`src/hw/rtl/rbm_pkg.sv`:
```
// ----------------------------------------------------------------------------
// rbm_pkg
// Shared types and constants of the radial brush mask generator.
// ----------------------------------------------------------------------------
package rbm_pkg;

    localparam int MASK_SIZE_DEF = 64;
    localparam int PIX_W         = 6;
    localparam int ALPHA_W       = 8;
    localparam int SOFT_W        = 17;
    localparam int U_W           = 17;
    localparam int DIV_STEPS     = 16;
    localparam int CFG_SETTLE    = 3;

    localparam logic [SOFT_W-1:0]  SOFT_ONE   = 17'd65536;
    localparam logic [SOFT_W-1:0]  SOFT_RESET = 17'd32768;
    localparam logic [SOFT_W-1:0]  HARD_LIMIT = 17'd656;
    localparam logic [ALPHA_W-1:0] ALPHA_MAX  = 8'd255;

    typedef enum logic [1:0] {
        MODE_ZERO,
        MODE_FULL,
        MODE_HARD,
        MODE_SOFT
    } mode_t;

    // Pipeline control shared by the stage chains.
    typedef struct packed {
        logic advance;
        logic valid;
    } pipe_ctl_t;

endpackage

```
`src/hw/rtl/rbm_sqrt_pipe.sv`:
```
// ----------------------------------------------------------------------------
// rbm_sqrt_pipe
// Pipelined integer square root, one result bit per register stage.
// ----------------------------------------------------------------------------
module rbm_sqrt_pipe #(
    parameter int VW  = 28,
    parameter int SBW = 2
) (
    input  logic                    clk,
    input  logic                    rst_n,
    input  rbm_pkg::pipe_ctl_t      ctl,
    input  logic [VW-1:0]           radicand,
    input  logic [SBW-1:0]          side_in,
    output logic                    valid_out,
    output logic [VW/2-1:0]         root,
    output logic [SBW-1:0]          side_out
);
    import rbm_pkg::*;

    localparam int QW = VW / 2;

    logic              vld_reg  [QW];
    logic [QW-1:0]     root_reg [QW];
    logic [QW+1:0]     rem_reg  [QW];
    logic [VW-1:0]     v_reg    [QW];
    logic [SBW-1:0]    side_reg [QW];

    for (genvar i = 0; i < QW; i++) begin : g_stage
        logic           pv_vld;
        logic [QW-1:0]  pv_root;
        logic [QW+1:0]  pv_rem;
        logic [VW-1:0]  pv_v;
        logic [SBW-1:0] pv_side;
        logic [QW+1:0]  trial;
        logic [QW+1:0]  cur;
        logic           ge;
        logic [QW-1:0]  root_next;
        logic [QW+1:0]  rem_next;

        if (i == 0) begin : g_first
            assign pv_vld  = ctl.valid;
            assign pv_root = '0;
            assign pv_rem  = '0;
            assign pv_v    = radicand;
            assign pv_side = side_in;
        end
        else begin : g_next
            assign pv_vld  = vld_reg[i-1];
            assign pv_root = root_reg[i-1];
            assign pv_rem  = rem_reg[i-1];
            assign pv_v    = v_reg[i-1];
            assign pv_side = side_reg[i-1];
        end

        always_comb
        begin
            cur       = {pv_rem[QW-1:0], pv_v[VW-1 -: 2]};
            trial     = {pv_root, 2'b01};
            ge        = (cur >= trial);
            rem_next  = ge ? (cur - trial) : cur;
            root_next = {pv_root[QW-2:0], ge};
        end

        always_ff @(posedge clk or negedge rst_n)
        begin
            if (!rst_n)
            begin
                vld_reg[i] <= 1'b0;
            end
            else if (ctl.advance)
            begin
                vld_reg[i] <= pv_vld;
            end
        end

        always_ff @(posedge clk)
        begin
            if (ctl.advance)
            begin
                root_reg[i] <= root_next;
                rem_reg[i]  <= rem_next;
                v_reg[i]    <= {pv_v[VW-3:0], 2'b00};
                side_reg[i] <= pv_side;
            end
        end
    end

    assign valid_out = vld_reg[QW-1];
    assign root      = root_reg[QW-1];
    assign side_out  = side_reg[QW-1];

endmodule

```
`config.mk`:
```
export PLATFORM = sky130hd
export DESIGN_NAME = rbm_sqrt_pipe
export DESIGN_NICKNAME = d
export VERILOG_FILES = /design/src/hw/rtl/rbm_pkg.sv /design/src/hw/rtl/rbm_sqrt_pipe.sv
export SDC_FILE = /design/constraint.sdc
export NUM_CORES = 1
export LEC_CHECK = 0
export BUFFER_PORTS_ARGS = -buffer_cell sky130_fd_sc_hd__buf_2
export CAP_MARGIN = 40
export CORE_MARGIN = 3
export CORE_UTILIZATION = 60
export DETAILED_ROUTE_END_ITERATION = 16
export PLACE_DENSITY = 0.77
export SYNTH_ARGS = -nofsm -noshare
export SYNTH_HDL_FRONTEND = slang
export SYNTH_SLANG_ARGS = --single-unit
```
`constraint.sdc`:
```
create_clock -name clk -period 4 [get_ports clk]
set_input_delay 0.2 -clock clk [delete_from_list [all_inputs] [get_ports clk]]
set_output_delay 0.2 -clock clk [all_outputs]
set_load 0.02 [all_outputs]
```
==> results.cfg <==
[sta]
clock_skew_ns = 0.03831
slew_headroom_pct = 44.69
rsz0062_at_grt = no
finalSetupViolations = 0
hold_viol = 0
final_max_slew_viol_count = 0
fin_setup_tns_ns = 0
fmax_mhz = 325.1
whs_ns = 0.1515
worstMarginPinSlew_ns = 0.8235
min_period_ns = 3.076
period_share_pct = 76.91

[detailed_routing]
drc = 0
drt_pass1_iterations = 6
drt.antenna.violating_nets = 0
drt_iter0_drc = 926
wire_per_inst_um = 17.24
finalWirelength_mm = 39.12
via_per_inst = 5.735
num_vias = 13010

[yosys]
yosysTopAreaCell = edfxtp_1
syn_inst = 1640
synth_seq_cells = 497
synth_edf_count = 483
yosys_warnings = 0
syn_area_per_cell_sq_um = 13.72
post-synth-top-count-cell = edfxtp_1
synth_top_area_share_pct = 64.45
yosys_most_used_dff = edfxtp_1
synth_area_leaders = edfxtp_1 (64%), ha_1 (6.6%), inv_1 (2.6%), mux2_2 (2.2%), xor2_1 (2.1%)
synth_common_cells = edfxtp_1 (483), inv_1 (157), ha_1 (118)
synth_cell_types = 82
syn_nets = 1792
ys_async_sr_fraction_pct = 2.817
syn_area_sq_um = 22500
synth_seq_area_share_pct = 66.01

[placed_design]
hpwl_mm = 26.01
dp.cells = 2150
gp_congestion = 0.9042
port_buffers = 50

[clock_tree]
cts_max_level = 2
clk_pin_slew_ns = 0.07
cts-root-buf = clkbuf_16
clockBufferDepth = 3
cts_buffers = 49
cts_resized = 0
cts_tree = built
insertion_delay_ns = 0.60
clock-sinks = 497

[global_routing]
grt_pass1_vias = 12890
grt_overflow_total = 0
grt_busiest_layer = met2
grt_pass1_wl_mm = 63.80
antenna_found_initial = 1
use_met2_pct = 33.69
grtUsageTotal_pct = 20.08
grt_max_degree = 106
gr-usage-met3_pct = 3.204
use_met1_pct = 27.20

[floorplan]
io_pins = 51
initial_core_util_pct = 61.18
die_y_um = 199.7
die_x_um = 199.7
rows = 70
fp.coreArea_sq_um = 36790
die_area_sq_um = 39870

[setup_path]
reg2regPathDepth = 7
r2r-end = rem_reg[2][22]
reg2reg_slack_ns = 0.92
worst-path-max-fanout = 13
startpoint = rem_reg[2][0]
crit_type = reg -> reg
r2r-start = rem_reg[2][0]
crit_path_start_kind = flop
required_ns = 4.31
arrival_ns = 3.39
crit_path_end_kind = flop

[power]
p_per_area_nw_per_um2 = 519.6
ir_drop_mv = 0.5066
leakage_nw = 9.763
total_power_mw = 13.07

[run]
maxCapViolations = 0

[finish]
layout-drive-gt1-share_pct = 10.55
antenna_cells = 0
area_delta_synth_final_pct = 11.74
final_util_pct = 68.36
nFillCells = 2480
nNetsFinal = 1920
finalNonFillerCells = 2269
largest_reg_flops = 182

[worst_hold_path]
hp-start = ctl[1]
whs_path_depth = 1
hp-class = in -> reg
holdPathEnd = v_reg[0][31]

[run_status]
status = finished clean
-- repair_timing --
| item | in CTS | in global routing |
|---|---|---|
| hold buffers | 35 | 0 |
| setup buffers | 0 | 0 |
| hold endpoints to repair | 46 | 0 |
-- cell families after synthesis --
kind of cell | share of synthesized area (%)
buffers and inverters | 3.252
XOR/XNOR | 4.087
multiplexers | 2.930
other | 0.01666
adder cells (fa/ha/maj) | 6.561
AO/OA/AOI/OAI | 8.790
flip-flops | 66.01
AND/OR/NAND/NOR | 8.357
-- cell usage in the layout (no fill, tap or decap), drive strengths merged, types with 5 or more instances in the layout --
cell,count
nor2,92
xnor2,50
dfrtp,14
nand4,12
a21boi,7
and3,6
o211ai,9
a21o,24
a21oi,94
nor2b,19
o21ai,88
mux2,50
clkinv,16
dlygate4sd3,35
nor4,24
buf,62
ha,118
nand2,90
nor3b,5
nor3,39
a31oi,5
a211oi,21
inv,159
a2111oi,5
clkbuf,66
edfxtp,483
o31ai,16
nand2b,27
or3,12
o21a,17
xor2,55
or4,9
nand3,18
mux2i,7
-- routing by layer --
metal / wire (um) / part of all wire (%)
met1: 17330 / 44
met2: 19050 / 49
met3: 1717 / 4.4
met4: 1016 / 2.6
met5: 0 / 0
-- area by class of cell --
cell class	instances	area, sq um	area share (%)
timing repair buffer	97	758.2	3.015
clock inverter	18	146.4	0.5822
clock buffer	66	1290	5.130
multi-input combinational	965	6918	27.51
sequential	497	14850	59.07
inverter	158	593.1	2.359
tap	468	585.6	2.329
-- per-stage QoR --
step | instance area [sq um] | setup slack, ns
6_report | 25150 | 0.9236
3_3_place_gp | 23340 | 0.9543
2_1_floorplan | 22500 | 1.503
3_5_place_dp | 23360 | 1.066
4_1_cts | 25150 | 0.9770
5_1_grt | 25150 | 0.7343
-- where the power goes --
group          internal, mW  total (mW)  switching (mW)
Combinational         0.968        2.13            1.17
Clock                  2.33        4.18            1.85
Sequential             6.44        6.75           0.312
-- worst max path at each step --
stage | cells past startpoint | endpoint
2_1_floorplan | 9 | rem_reg[3][10]
3_3_place_gp | 8 | rem_reg[3][3]
3_5_place_dp | 7 | rem_reg[2][18]
4_1_cts | 7 | rem_reg[2][22]
6_report | 7 | rem_reg[2][22]
5_1_grt | 7 | rem_reg[2][22]
-- critical path, cell delays in order, from the launching register on --
cell	delay, ns
edfxtp_1	0.42
ha_1	0.40
nor2b_1	0.23
o31ai_1	0.15
a211oi_1	0.59
o21ai_2	0.14
nand2_1	0.48
mux2_2	0.41
No activity file was read; power rests on OpenSTA's default activity.
