<file path="src/hw/rtl/rbm_pkg.sv">
// ----------------------------------------------------------------------------
// rbm_pkg
// Shared types and constants of the radial brush mask generator.
// ----------------------------------------------------------------------------
package rbm_pkg;

    localparam int MASK_SIZE_DEF = 64;
    localparam int PIX_W         = 6;
    localparam int ALPHA_W       = 8;
    localparam int SOFT_W        = 17;
    localparam int U_W           = 17;
    localparam int DIV_STEPS     = 16;
    localparam int CFG_SETTLE    = 3;

    localparam logic [SOFT_W-1:0]  SOFT_ONE   = 17'd65536;
    localparam logic [SOFT_W-1:0]  SOFT_RESET = 17'd32768;
    localparam logic [SOFT_W-1:0]  HARD_LIMIT = 17'd656;
    localparam logic [ALPHA_W-1:0] ALPHA_MAX  = 8'd255;

    typedef enum logic [1:0] {
        MODE_ZERO,
        MODE_FULL,
        MODE_HARD,
        MODE_SOFT
    } mode_t;

    // Pipeline control shared by the stage chains.
    typedef struct packed {
        logic advance;
        logic valid;
    } pipe_ctl_t;

endpackage

</file>
<file path="src/hw/rtl/rbm_div_pipe.sv">
// ----------------------------------------------------------------------------
// rbm_div_pipe
// Pipelined restoring divider, one quotient bit per register stage.
// ----------------------------------------------------------------------------
module rbm_div_pipe #(
    parameter int PW    = 25,
    parameter int QBITS = 16,
    parameter int SBW   = 11
) (
    input  logic                 clk,
    input  logic                 rst_n,
    input  rbm_pkg::pipe_ctl_t   ctl,
    input  logic [PW-1:0]        partial,
    input  logic [PW-1:0]        divisor,
    input  logic [SBW-1:0]       side_in,
    output logic                 valid_out,
    output logic [QBITS-1:0]     quotient,
    output logic [SBW-1:0]       side_out
);
    import rbm_pkg::*;

    logic              vld_reg  [QBITS];
    logic [PW-1:0]     p_reg    [QBITS];
    logic [QBITS-1:0]  q_reg    [QBITS];
    logic [SBW-1:0]    side_reg [QBITS];

    for (genvar i = 0; i < QBITS; i++) begin : g_stage
        logic             pv_vld;
        logic [PW-1:0]    pv_p;
        logic [QBITS-1:0] pv_q;
        logic [SBW-1:0]   pv_side;
        logic [PW-1:0]    p2;
        logic             ge;

        if (i == 0) begin : g_first
            assign pv_vld  = ctl.valid;
            assign pv_p    = partial;
            assign pv_q    = '0;
            assign pv_side = side_in;
        end
        else begin : g_next
            assign pv_vld  = vld_reg[i-1];
            assign pv_p    = p_reg[i-1];
            assign pv_q    = q_reg[i-1];
            assign pv_side = side_reg[i-1];
        end

        // The dividend has only zeros below the starting partial remainder.
        assign p2 = {pv_p[PW-2:0], 1'b0};
        assign ge = (p2 >= divisor);

        always_ff @(posedge clk or negedge rst_n)
        begin
            if (!rst_n)
            begin
                vld_reg[i] <= 1'b0;
            end
            else if (ctl.advance)
            begin
                vld_reg[i] <= pv_vld;
            end
        end

        always_ff @(posedge clk)
        begin
            if (ctl.advance)
            begin
                p_reg[i]    <= ge ? (p2 - divisor) : p2;
                q_reg[i]    <= {pv_q[QBITS-2:0], ge};
                side_reg[i] <= pv_side;
            end
        end
    end

    assign valid_out = vld_reg[QBITS-1];
    assign quotient  = q_reg[QBITS-1];
    assign side_out  = side_reg[QBITS-1];

endmodule

</file>
<file path="config.mk">
export PLATFORM = sky130hd
export DESIGN_NAME = rbm_div_pipe
export DESIGN_NICKNAME = d
export VERILOG_FILES = /design/src/hw/rtl/rbm_pkg.sv /design/src/hw/rtl/rbm_div_pipe.sv
export SDC_FILE = /design/constraint.sdc
export NUM_CORES = 2
export LEC_CHECK = 0
export ABC_AREA = 1
export BUFFER_PORTS_ARGS = -buffer_cell sky130_fd_sc_hd__buf_4
export CAP_MARGIN = 20
export CORE_MARGIN = 10
export CORE_UTILIZATION = 40
export DETAILED_ROUTE_END_ITERATION = 16
export PLACE_DENSITY = 0.64
export SLEW_MARGIN = 40
export SYNTH_ARGS = -nofsm -noshare
export SYNTH_HDL_FRONTEND = slang
export SYNTH_SLANG_ARGS = --single-unit
export TNS_END_PERCENT = 1
</file>
<file path="constraint.sdc">
create_clock -name clk -period 2.75 [get_ports clk]
set_input_delay 0.1375 -clock clk [delete_from_list [all_inputs] [get_ports clk]]
set_output_delay 0.1375 -clock clk [all_outputs]
set_load 0.1 [all_outputs]
</file>
==> impl_metrics.json <==
{
  "post-route-util_pct": 45.8,
  "final_cells": 9835,
  "clk_latency_ns": 0.74,
  "critPathMaxFanout": 23,
  "antenna_found_initial": 7,
  "dr_total_vias": 49615,
  "finalMaxSlewViolations": 0,
  "synth_cell_types": 37,
  "seq_power_share_pct": 29.0,
  "yosysTopAreaCell": "edfxtp_1",
  "setup_viol": 0,
  "cts_tree": "yes",
  "viasPerCell": 5.04,
  "finalHoldViolCount": 0,
  "max_freq_mhz": 404,
  "power_switching_mw": 28.5,
  "crit_path_frequent_cell": "nand2_1",
  "dp_hpwl_um": 132000,
  "grt_pass1_vias": 46408,
  "regToRegSetupSlack_ns": 0.27,
  "worstPathCellList": "ha_1, nand2_1, nor2_1, nand2_1, nor3_2, nand3_2, buf_4, nand4_1, nand2_1",
  "hold_class": "in -> reg",
  "final_common_cell": "nand2_1",
  "core_area_mm2": 0.136,
  "r2r-end": "p_reg[6][16]",
  "synthToLayoutAreaGrowth_pct": 13.6,
  "netlist.area_leader.share_pct": 36.9,
  "dpl_cell_area_mm2": 0.0588,
  "synthCells": 7727,
  "powerDensity_mw_per_mm2": 989,
  "largest_reg_flops": 360,
  "cp-end-kind": "flip-flop",
  "syn-num-nets": 8206,
  "synth_area_leaders": "edfxtp_1 37%, nand2_1 23%, inv_1 9.4%",
  "cts.sinks": 688,
  "critical_path.top_delay_family": "simple AND/OR/NAND/NOR gates",
  "required_ns": 3.20,
  "max_stage_delay_ns": 0.49,
  "first_pass_iters": 6,
  "switching_share_pct": 46.3,
  "hold_start": "divisor[0]",
  "cts-root-buf": "clkbuf_16",
  "io_pins": 93,
  "num_rows": 135,
  "nets": 8464,
  "antenna_cells": 0,
  "h-tree-depth": 3,
  "grt.overflow.total": 0,
  "intPower_mw": 33.0,
  "period_needed_ns": 2.48,
  "min_to": "p_reg[5][25]",
  "r2r_start": "p_reg[5][39]",
  "pre_cts_slack_ns": 0.0899,
  "arrival_ns": 2.93,
  "crit_type": "reg -> reg",
  "final_cell_mix": "3,306 x nand2_1, 1,360 x inv_1, 672 x edfxtp_1",
  "clock_path_buffers": 3,
  "route.met2.wl_um": 80500,
  "setup_tns_ns": 0,
  "design_area_mm2": 0.0621,
  "setup_ws_ns": 0.274,
  "wl_met3_um": 11500,
  "postCtsResizedCells": 0,
  "die_w_um": 390,
  "wl_per_cell_um": 17.8,
  "drt_wl_total_um": 175000,
  "drcViolationCount": 0,
  "synth-seq-area-share_pct": 37.6,
  "leakage_nw": 32.6,
  "relSlewSlack_pct": 44.1,
  "start_kind": "flip-flop",
  "chipHeight_um": 390,
  "ys_ff_latch": 688,
  "numCtsBuffers": 85,
  "grt_use_total_pct": 22.4,
  "die_area_mm2": 0.152,
  "crit_path_top_delay_cell": "edfxtp_1",
  "grt_max_degree": 78,
  "p_comb_share_pct": 52.0,
  "yosys_warnings": 0,
  "ir_worst_vdd_v": 0.000496,
  "maxCapViolCount": 0,
  "holdPathStages": 3,
  "rsz0062_at_grt": "false",
  "clkTransAtPathRegs_ns": 0.06,
  "initial_core_util_pct": 40.3,
  "io_buffers": 91,
  "postSynthAreaPerCell_um2": 7.08,
  "netlist_area_mm2": 0.0547,
  "drtIter0Drc": 4081,
  "grt_pass1_wl_um": 265000,
  "place_congestion": 0.968,
  "wl_met1_um": 75500,
  "drive_gt1_share_pct": 7.02,
  "dp_cells": 9641,
  "power_frac_clock_pct": 19.0,
  "drtAntennaViolNets": 0,
  "worst_pin_slew_ns": 0.838,
  "clock_skew_ns": 0.0554,
  "period_share_pct": 90.0,
  "r2r_cells": 9,
  "highest_layer": "met4",
  "path_buf_inv": 1,
  "run_status": "complete, no violations"
}
[cells by family after synthesis]
logic type	after synthesis	share of synthesized area [%]
adder cells (fa/ha/maj)	414	9.68
AND/OR/NAND/NOR	4712	36.7
buffers and inverters	1528	11.1
AO/OA/AOI/OAI	221	2.26
multiplexers	2	0.0412
XOR/XNOR	162	2.60
flip-flops	688	37.6
[worst reg2reg max path, stage by stage, from the launching register on]
cell and delay, ns:
edfxtp_1 0.49, ha_1 0.46, nand2_1 0.14, nor2_1 0.17, nand2_1 0.10, nor3_2 0.21, nand3_2 0.12, buf_4 0.26
nand4_1 0.13, nand2_1 0.12
[cells in the mapped netlist]
master     number
nand4_2         9
nand3_1       355
inv_1        1373
nor3_2         15
o2111ai_1       1
o21bai_1        2
nand4_1       424
o21a_1         16
a21oi_1       175
mux2_2          2
nand3b_1       32
fa_1           15
inv_2          19
xor2_1        147
nand3_4         4
nor4_1          7
a21oi_4         3
clkbuf_1       26
clkbuf_2        3
a21oi_2        12
xnor2_1        15
ha_1          399
edfxtp_1      672
nand2_1      3306
nor3_4          9
or2_2          12
nand2_2         3
buf_2          74
nor3_1         24
nor2_2         29
buf_4           3
and2_1         12
nand3_2        34
dfrtp_1        16
o21ai_0        12
buf_6          30
nor2_1        437
[routing by layer]
metal / vias to the layer above / global-route usage [%]
li1: 25133 / -
met3: 334 / 3.46
met5: - / 0
met4: 0 / 8.67
met1: 22586 / 29.3
met2: 1562 / 37.1
[through the flow]
step                      total power [mW]  hold WS, ns
after floorplan                       40.0       -0.158
after global placement                49.1    -0.000525
after detailed placement              49.4      0.00429
after CTS                             61.5       0.0526
after global routing                  66.5        0.109
final                                 61.4        0.129
[final cells by class]
class	instances	area, um^2
tap	1781	2230
timing repair buffer	307	3100
clock inverter	65	791
inverter	1392	5230
multi-input combinational	5511	28000
sequential	688	20600
clock buffer	91	2150
fill	13777	73500
[power groups by stage]
stage          Combinational [mW]  Clock, mW  Sequential, mW
3_5_place_dp                 31.4          0            18.0
6_report                     32.0       11.7            17.8
4_1_cts                      31.7       12.0            17.8
2_1_floorplan                23.2          0            16.8
3_3_place_gp                 31.1          0            18.0
5_1_grt                      36.1       12.4            17.9
[timing repair]
item	in CTS	in global routing
hold endpoints to repair	85	0
buffers inserted	0	0
endpoints found under the setup margin	0	0
hold buffers	38	0
[how the worst max path moves through the flow]
stage	start	slack, ns	to	cells past startpoint
finish	p_reg[5][39]	0.27	p_reg[6][16]	9
CTS	p_reg[5][39]	0.28	p_reg[6][16]	9
global placement	divisor[0]	0.15	p_reg[7][21]	10
detailed placement	divisor[0]	0.09	p_reg[7][15]	10
floorplan	divisor[12]	0.67	p_reg[1][19]	13
global route	p_reg[3][1]	0.07	p_reg[3][47]	12
Note: power is estimated with default switching activity, not from simulation.
